$ cat src/rtl/s2da_pkg.sv
package s2da_pkg;

   localparam int unsigned VALUE_W    = 64;
   localparam int unsigned NUM_DIGITS = 20;
   localparam int unsigned BCD_W      = 4 * NUM_DIGITS;
   localparam int unsigned STEPS      = 8;
   localparam int unsigned NUM_STAGES = VALUE_W / STEPS;
   localparam int unsigned IDX_W      = 5;

   localparam logic [7:0] CHAR_ZERO  = 8'd48;
   localparam logic [7:0] CHAR_MINUS = 8'd45;
   localparam logic [7:0] CHAR_NINE  = 8'd57;

   // One word on its way through the conversion pipeline.
   typedef struct packed {
      logic               neg;
      logic [VALUE_W-1:0] bin;
      logic [BCD_W-1:0]   bcd;
   } word_type;

endpackage

$ cat src/rtl/signed_binary_to_decimal_ascii_unit.sv
// Path: a word enters the sign register at the edge that accepts it, then passes the eight
//   conversion stages, is loaded into the emitter, and each character leaves through the output
//   register; a stall on the result side ripples back through them.
// Throughput: one character per cycle while the result side does not stall; a word of N
//   characters (1 to 20) holds the emitter until its last character is sent, and only then is the next word loaded.
// Reset: synchronous, active high; clears every valid bit and the emitter's busy flag, no clearing pass.
module signed_binary_to_decimal_ascii_unit (
   input  logic        clock,
   input  logic        reset,
   input  logic        req_valid,
   output logic        req_stall,
   input  logic [63:0] req_value,
   output logic        rsp_valid,
   input  logic        rsp_stall,
   output logic [7:0]  rsp_char_code,
   output logic        rsp_last_char
);

   // Handshake chain: stage 0 is the sign stage, stages 1..NUM_STAGES the conversion
   // stages; the emitter sits on the end. Each stage takes a word when it is empty or
   // when its successor takes its current one, so a stall ripples back without loss.
   logic               valid_w [0:s2da_pkg::NUM_STAGES];
   logic               ready_w [0:s2da_pkg::NUM_STAGES];
   s2da_pkg::word_type word_w  [0:s2da_pkg::NUM_STAGES];
   logic               req_ready;

   assign req_stall = !req_ready;

   // The sign stage turns the value into sign and unsigned magnitude.
   s2da_sign u_sign (
      .clock     (clock),
      .reset     (reset),
      .in_valid  (req_valid),
      .in_ready  (req_ready),
      .in_value  (req_value),
      .out_valid (valid_w[0]),
      .out_ready (ready_w[0]),
      .out_word  (word_w[0])
   );

   // Eight stages of eight shift-and-add-three steps each give the twenty BCD digits.
   for (genvar g = 0; g < int'(s2da_pkg::NUM_STAGES); g++) begin : g_dabble
      s2da_dabble_stage u_stage (
         .clock     (clock),
         .reset     (reset),
         .in_valid  (valid_w[g]),
         .in_ready  (ready_w[g]),
         .in_word   (word_w[g]),
         .out_valid (valid_w[g+1]),
         .out_ready (ready_w[g+1]),
         .out_word  (word_w[g+1])
      );
   end

   // The emitter drops leading zeros and sends the sign and digits one character at a time.
   s2da_emit u_emit (
      .clock         (clock),
      .reset         (reset),
      .in_valid      (valid_w[s2da_pkg::NUM_STAGES]),
      .in_ready      (ready_w[s2da_pkg::NUM_STAGES]),
      .in_word       (word_w[s2da_pkg::NUM_STAGES]),
      .rsp_valid     (rsp_valid),
      .rsp_stall     (rsp_stall),
      .rsp_char_code (rsp_char_code),
      .rsp_last_char (rsp_last_char)
   );

endmodule

$ cat src/rtl/s2da_sign.sv
module s2da_sign (
   input  logic                          clock,
   input  logic                          reset,
   input  logic                          in_valid,
   output logic                          in_ready,
   input  logic [s2da_pkg::VALUE_W-1:0]  in_value,
   output logic                          out_valid,
   input  logic                          out_ready,
   output s2da_pkg::word_type            out_word
);

   logic               valid_ff;
   s2da_pkg::word_type word_ff;
   s2da_pkg::word_type word_in;

   assign in_ready = !valid_ff || out_ready;

   // The magnitude is formed unsigned, so the most negative value needs no special case.
   always_comb begin
      word_in.neg = in_value[s2da_pkg::VALUE_W-1];
      word_in.bin = word_in.neg ? (~in_value + s2da_pkg::VALUE_W'(1)) : in_value;
      word_in.bcd = '0;
   end

   always_ff @(posedge clock) begin
      if (reset) begin
         valid_ff <= 1'b0;
      end else if (in_ready) begin
         valid_ff <= in_valid;
      end
   end

   always_ff @(posedge clock) begin
      if (in_valid && in_ready) begin
         word_ff <= word_in;
      end
   end

   assign out_valid = valid_ff;
   assign out_word  = word_ff;

endmodule

$ cat src/rtl/s2da_dabble_stage.sv
module s2da_dabble_stage (
   input  logic               clock,
   input  logic               reset,
   input  logic               in_valid,
   output logic               in_ready,
   input  s2da_pkg::word_type in_word,
   output logic               out_valid,
   input  logic               out_ready,
   output s2da_pkg::word_type out_word
);

   logic               valid_ff;
   s2da_pkg::word_type word_ff;
   s2da_pkg::word_type word_in;

   assign in_ready = !valid_ff || out_ready;

   // Shift-and-add-three: each step corrects every digit of five or more, then shifts one bit in.
   always_comb begin
      word_in = in_word;
      for (int s = 0; s < int'(s2da_pkg::STEPS); s++) begin
         for (int d = 0; d < int'(s2da_pkg::NUM_DIGITS); d++) begin
            if (word_in.bcd[d*4 +: 4] >= 4'd5) begin
               word_in.bcd[d*4 +: 4] = word_in.bcd[d*4 +: 4] + 4'd3;
            end
         end
         {word_in.bcd, word_in.bin} = {word_in.bcd[s2da_pkg::BCD_W-2:0], word_in.bin, 1'b0};
      end
   end

   always_ff @(posedge clock) begin
      if (reset) begin
         valid_ff <= 1'b0;
      end else if (in_ready) begin
         valid_ff <= in_valid;
      end
   end

   always_ff @(posedge clock) begin
      if (in_valid && in_ready) begin
         word_ff <= word_in;
      end
   end

   assign out_valid = valid_ff;
   assign out_word  = word_ff;

endmodule

$ cat src/rtl/s2da_emit.sv
module s2da_emit (
   input  logic               clock,
   input  logic               reset,
   input  logic               in_valid,
   output logic               in_ready,
   input  s2da_pkg::word_type in_word,
   output logic               rsp_valid,
   input  logic               rsp_stall,
   output logic [7:0]         rsp_char_code,
   output logic               rsp_last_char
);

   logic                          busy_ff, busy_in;
   logic                          neg_ff, neg_in;
   logic [s2da_pkg::BCD_W-1:0]    bcd_ff, bcd_in;
   logic [s2da_pkg::IDX_W-1:0]    idx_ff, idx_in;
   logic                          valid_ff, valid_in;
   logic [7:0]                    char_ff, char_in;
   logic                          last_ff, last_in;
   logic [s2da_pkg::IDX_W-1:0]    top_idx;
   logic                          produce;

   assign in_ready = !busy_ff;
   assign produce  = busy_ff && (!valid_ff || !rsp_stall);

   // Index of the most significant non-zero digit; zero keeps index 0.
   always_comb begin
      top_idx = '0;
      for (int d = 0; d < int'(s2da_pkg::NUM_DIGITS); d++) begin
         if (in_word.bcd[d*4 +: 4] != 4'd0) begin
            top_idx = s2da_pkg::IDX_W'(d);
         end
      end
   end

   always_comb begin
      busy_in  = busy_ff;
      neg_in   = neg_ff;
      bcd_in   = bcd_ff;
      idx_in   = idx_ff;
      valid_in = valid_ff && rsp_stall;
      char_in  = char_ff;
      last_in  = last_ff;
      if (produce) begin
         valid_in = 1'b1;
         if (neg_ff) begin
            char_in = s2da_pkg::CHAR_MINUS;
            last_in = 1'b0;
            neg_in  = 1'b0;
         end else begin
            char_in = s2da_pkg::CHAR_ZERO + {4'd0, bcd_ff[idx_ff*4 +: 4]};
            last_in = (idx_ff == '0);
            if (idx_ff == '0) begin
               busy_in = 1'b0;
            end else begin
               idx_in = idx_ff - 1'b1;
            end
         end
      end else if (!busy_ff && in_valid) begin
         busy_in = 1'b1;
         neg_in  = in_word.neg;
         bcd_in  = in_word.bcd;
         idx_in  = top_idx;
      end
   end

   always_ff @(posedge clock) begin
      if (reset) begin
         busy_ff  <= 1'b0;
         valid_ff <= 1'b0;
      end else begin
         busy_ff  <= busy_in;
         valid_ff <= valid_in;
      end
   end

   always_ff @(posedge clock) begin
      neg_ff  <= neg_in;
      bcd_ff  <= bcd_in;
      idx_ff  <= idx_in;
      char_ff <= char_in;
      last_ff <= last_in;
   end

   assign rsp_valid     = valid_ff;
   assign rsp_char_code = char_ff;
   assign rsp_last_char = last_ff;

`ifndef SYNTHESIS
   a_idx_range: assert property (@(posedge clock) disable iff (reset)
      busy_ff |-> (idx_ff < s2da_pkg::IDX_W'(s2da_pkg::NUM_DIGITS)))
      else $error("digit index out of range");
   a_char_code: assert property (@(posedge clock) disable iff (reset)
      valid_ff |-> (char_ff == s2da_pkg::CHAR_MINUS ||
                    (char_ff >= s2da_pkg::CHAR_ZERO && char_ff <= s2da_pkg::CHAR_NINE)))
      else $error("character is neither sign nor digit");
   a_minus_not_last: assert property (@(posedge clock) disable iff (reset)
      (valid_ff && char_ff == s2da_pkg::CHAR_MINUS) |-> !last_ff)
      else $error("sign flagged as last character");
   a_done_on_last: assert property (@(posedge clock) disable iff (reset)
      (produce && !neg_ff && idx_ff == '0) |=> !busy_ff)
      else $error("emitter still busy after last character");
`endif

endmodule

$ cat config.mk
export PLATFORM = sky130hd
export DESIGN_NAME = signed_binary_to_decimal_ascii_unit
export DESIGN_NICKNAME = d
export VERILOG_FILES = /design/src/rtl/s2da_pkg.sv /design/src/rtl/signed_binary_to_decimal_ascii_unit.sv /design/src/rtl/s2da_sign.sv /design/src/rtl/s2da_dabble_stage.sv /design/src/rtl/s2da_emit.sv
export SDC_FILE = /design/constraint.sdc
export NUM_CORES = 2
export LEC_CHECK = 0
export BUFFER_PORTS_ARGS = -buffer_cell sky130_fd_sc_hd__buf_2
export CORE_MARGIN = 1
export CORE_UTILIZATION = 49
export DETAILED_ROUTE_END_ITERATION = 8
export SYNTH_ARGS = -nofsm -noshare
export SYNTH_HDL_FRONTEND = slang
export SYNTH_SLANG_ARGS = --single-unit
export TNS_END_PERCENT = 50
$ cat constraint.sdc
create_clock -name clock -period 11.2 [get_ports clock]
set_clock_uncertainty 0.1 [all_clocks]
set_input_delay 0.56 -clock clock [delete_from_list [all_inputs] [get_ports clock]]
set_output_delay 0.56 -clock clock [all_outputs]
set_load 0.01 [all_outputs]
Word level (Yosys, flattened, before mapping)
Index checks and enable logic that the tools add are counted.
- multipliers: 0
- order comparisons: 1070
- mux-type cells: 1099
- div/mod/pow operators: 0
- reduce and logical (&&, ||, !) cells: 59
- bitwise logic cells: 2
- shift-type cells: 1
- equality and inequality tests: 3
- $add $sub $neg: 1073
- operator list (operator ; count):
    $ge A4 B3 Y1 const B ; 1050
    $mux W4 ; 1032
    $add A4 B2 Y4 const B ; 1007
    $mux W3 ; 48
    $add A3 B2 Y3 const B ; 43
    $shiftx A80 B8 Y4 ; 1
    $reduce_bool A4 Y1 ; 19
    $add A64 B1 Y64 const B ; 1
    $not A64 Y64 ; 1
    $mux W63 ; 1
    $add A1 B2 Y3 const B ; 18
    $ge A1 B3 Y1 const B ; 18
    $mux W5 ; 8
    $logic_not A1 Y1 ; 13
    $logic_and A1 B1 Y1 ; 12
    $logic_or A1 B1 Y1 ; 10
    $mux W1 ; 8
    $add A6 B4 Y7 const A ; 1
    $add A1 B2 Y3 const AB ; 2
    $ge A1 B3 Y1 const AB ; 2
    $ne A2 B2 Y1 const B ; 3
    $reduce_and A3 Y1 ; 2
    $logic_not A5 Y1 ; 1
    $sub A5 B1 Y5 const B ; 1
    other kinds (4) ; 5
- output and inout port bits: 11
- bits in writable memories: 0
- memories: 0
- memory bits (read-only): 0
- word-level logic and storage cells: 3351
- bits in latches: 0
- input port bits: 68
- flip-flop bits (word level): 971

Logic depth before layout (Yosys ltp)
- word-level depth: 22
- mapped depth: 39
- mapped depth without buffers: 38

By module
Synthesis repeated with hierarchy kept, for this count alone.
- cell total of the unflattened synthesis: 26988
- area, all modules: 207447.7 µm²
- modules (own cells, without submodules) (module ; area each (µm²) ; cells each ; sequential area each (µm²) ; times used):
    s2da_dabble_stage ; 24920.2 ; 3299 ; 4134.0 ; 8
    s2da_sign ; 4078.9 ; 350 ; 1971.9 ; 1
    s2da_emit ; 4003.8 ; 245 ; 2792.7 ; 1
    signed_binary_to_decimal_ascii_unit ; 3.8 ; 1 ; 0.0 ; 1

Least setup slack after synthesis
No wires, ideal clock.
- path kind: reg2reg
- start: register u_emit.busy_ff
- end: register g_dabble[5].u_stage.word_ff (netlist bit g_dabble[5].u_stage.out_word[0]), enable pin
- path slack: 4.109 ns
- setup time: 0.641 ns
- path buffers: 0
- data required time: 10.459 ns
- arrival: 6.350 ns
- cell stages (with the launch flop): 3
- period minus slack after synthesis: 7.091 ns
- path through: dfxtp_1 -> and3_1 -> a21boi_0
- longest elaborated chain between the ends: 5
- RTL lines (element ; RTL line ; source):
    start: declaration ; s2da_emit.sv:13 ; logic busy_ff, busy_in;
    start signal: assignment ; s2da_emit.sv:72 ; busy_ff <= busy_in;
    $logic_not A1 Y1 ; s2da_emit.sv:23 ; assign in_ready = !busy_ff;
    $logic_or A1 B1 Y1 (3 in a row) ; s2da_dabble_stage.sv:16 ; assign in_ready = !valid_ff || out_ready;
    $logic_and A1 B1 Y1 ; s2da_dabble_stage.sv:40 ; if (in_valid && in_ready) begin
    end signal: assignment ; s2da_dabble_stage.sv:41 ; word_ff <= word_in;
    end: declaration ; s2da_dabble_stage.sv:13 ; s2da_pkg::word_type word_ff;
No other way between the ends.
A chain may end at the register's enable or synchronous reset.

==> metrics <==
status=complete, no violations; via count=94027; worst-path fanout max=18; worst slew pin tran=1.18 ns; worst-case reg-to-reg path depth=30; post-layout min period=8.13 ns; CP max stage cell=edfxtp_1; most frequent cells in the layout=nor2_1 (1030), nand2_1 (890), a21oi_1 (875); number of synthesized flops with an enable pin=762; htree depth=3; drt total wl=227 mm; first-pass GRT wire length=387 mm; gpl congestion=0.858; largest net degree at the start of global routing=68; CP endpoint kind=flip-flop; Die Wd=462 um; register bit total from synthesis=774; Max clock buf depth=3; TritonCTS clock tree=done; setup_tns=0 ns; share of cells above drive strength 1=11.3%; Root Driver=clkbuf_16; hold path cells=2; HPWL after DPL=175 mm; vias in the first global route=86884; Final Setup Violations=0; RSZ-0062 raised after global routing=no; f_max=123 MHz; sequential fraction of the synthesis area=22.3%; final hold vios=0; Yosys cell types=177; Synth Cell Area=0.104 mm2; most common library cell in the layout ignoring fill and taps=nor2_1; ys async rst share=0%; die height=462 um; DRT antenna net count=0; Clock Sinks=774; P&R area growth vs syn=6.46%; GRT Total Usage=20.3%; Clk pin slew, worst setup/hold paths=0.06 ns; Routed WL per cell=14.6 um; num rows=168; Slew Limit Fails=0; Core ar.=0.210 mm2; final period utilization=72.6%; worst hold path type=in2reg; Setup CP Type=reg2reg; Worst-Skew Late Latency=0.75 ns; YS warnings=0; MaxCap Viol Count=0; Detailed Routing Iterations Pass 1=6; Worst EP arrival=8.59 ns; ys flop type=edfxtp_1; die area=0.214 mm2; nets=13280; DRC=0; initial antenna violation count=5; starting density of the core=49.4%; relative slew slack=20.4%; Setup Fix Bufs, Post-CTS=0; DR iter-0 viols=5588; I/O pin count=79; Port-buffer cells=75; Synth Instances=12664; via/cell ratio=6.06; WP data required=11.67 ns; TritonCTS buffer count=96; Post-Synthesis Mean Instance Area=8.20 um2; Setup crit start kind=flip-flop; CP max stage delay=0.57 ns; Overflow after GRT=0
## sequential cells by signal, indices dropped and copies added, names as in the netlist
register / flops
u_emit.rsp_last_char: 1
g_dabble.u_stage.out_word: 606
u_emit.busy_ff: 1
u_emit.idx_ff: 5
g_dabble.u_stage.out_valid: 8
u_emit.neg_ff: 1
u_emit.rsp_valid: 1
u_sign.out_word: 65
u_emit.bcd_ff: 80
u_emit.rsp_char_code: 5
u_sign.out_valid: 1
## worst paths after layout
path                            slack (ns)                                end                               from
worst max-delay path                  3.07    g_dabble[6].u_stage.out_word[6]    g_dabble[5].u_stage.out_word[0]
worst min-delay path                  0.08                u_sign.out_word[83]                       req_value[3]
worst max register to register        3.07    g_dabble[6].u_stage.out_word[6]    g_dabble[5].u_stage.out_word[0]
worst min register to register        0.31  g_dabble[3].u_stage.out_word[139]  g_dabble[2].u_stage.out_word[131]
## synthesized netlist by cell type (all sizes together), types with 46 or more instances
| library cell | count | area, um2 |
|---|---|---|
| nand3 | 308 | 1570 |
| o211a | 68 | 688 |
| and3 | 120 | 756 |
| inv | 897 | 3370 |
| clkbuf | 197 | 743 |
| ha | 587 | 7340 |
| mux2i | 424 | 4440 |
| a21boi | 118 | 935 |
| nor2b | 132 | 836 |
| nand2b | 235 | 1480 |
| or3 | 138 | 900 |
| a21o | 217 | 1630 |
| a211oi | 281 | 2340 |
| o31ai | 120 | 1050 |
| a211o | 82 | 722 |
| nor2 | 1045 | 3970 |
| a31oi | 217 | 1520 |
| nand2 | 897 | 3380 |
| xnor2 | 474 | 4860 |
| o32ai | 60 | 676 |
| or2 | 154 | 966 |
| nor3 | 365 | 1910 |
| buf | 107 | 626 |
| a2bb2oi | 46 | 453 |
| o21ai | 1052 | 5390 |
| o221ai | 48 | 427 |
| o211ai | 257 | 2010 |
| o22ai | 136 | 901 |
| a221oi | 66 | 733 |
| nor3b | 115 | 903 |
| mux2 | 262 | 2990 |
| o21bai | 110 | 833 |
| nor4 | 79 | 522 |
| a31o | 64 | 561 |
| o21a | 176 | 1320 |
| and2 | 204 | 1300 |
| a21oi | 984 | 5420 |
| a22oi | 98 | 800 |
| edfxtp | 762 | 22900 |
| xor2 | 136 | 1390 |
## critical path: cells and delay by family, from the launching register on
kind | cells | cell delay [ns]
flops | 1 | 0.57
simple gates | 6 | 1.33
mux | 1 | 0.18
buf+inv | 5 | 0.70
compound gates | 13 | 3.73
fa+ha+maj | 5 | 1.31
## per-stage QoR
stage	util (%)	setup WS [ns]	cells	hold WS, ns	cell area [um2]
after floorplan	-	4.11	12665	0.300	104000
after global placement	50.8	3.44	15273	0.301	107000
after detailed placement	50.8	3.21	15273	0.305	107000
after CTS	52.6	3.20	15513	0.00619	110000
after global routing	52.6	2.34	15518	0.0331	111000
final	52.6	3.07	15518	0.0835	111000
## kinds of logic after synthesis
kind of cell / after synthesis / synth area share [%]
flops: 774 / 22.3
fa+ha+maj: 616 / 7.36
buf+inv: 1202 / 4.57
simple gates: 3972 / 19.2
xor+xnor: 615 / 6.13
other cells: 2 / 0.00724
mux: 712 / 7.72
compound gates: 4771 / 32.8
## per-layer routing
layer / vias to the layer above / part of all wire, % / track usage, %
met5: - / 0 / 0
met2: 1271 / 50 / 37.4
li1: 48300 / - / -
met3: 240 / 2.6 / 1.99
met1: 44216 / 46 / 24.9
met4: 0 / 2.1 / 5.04
## final cells by class
type,instances,area (um2)
tap,2805,3510
clock buffer,116,2530
timing repair buffer,166,1210
fill,19357,99500
multi-input combinational,10689,76000
inverter,898,3370
clock inverter,65,708
antenna,5,12.5
sequential,774,23100
## repair_timing
item | 4_1_cts | 5_1_grt
hold buffers | 59 | 0
gates resized for setup | 0 | 0
endpoints found under the hold margin | 60 | 0
Power is left out: the tool's default activity adds up to more than one toggle a clock period on the data nets, which glitch-free logic cannot reach.
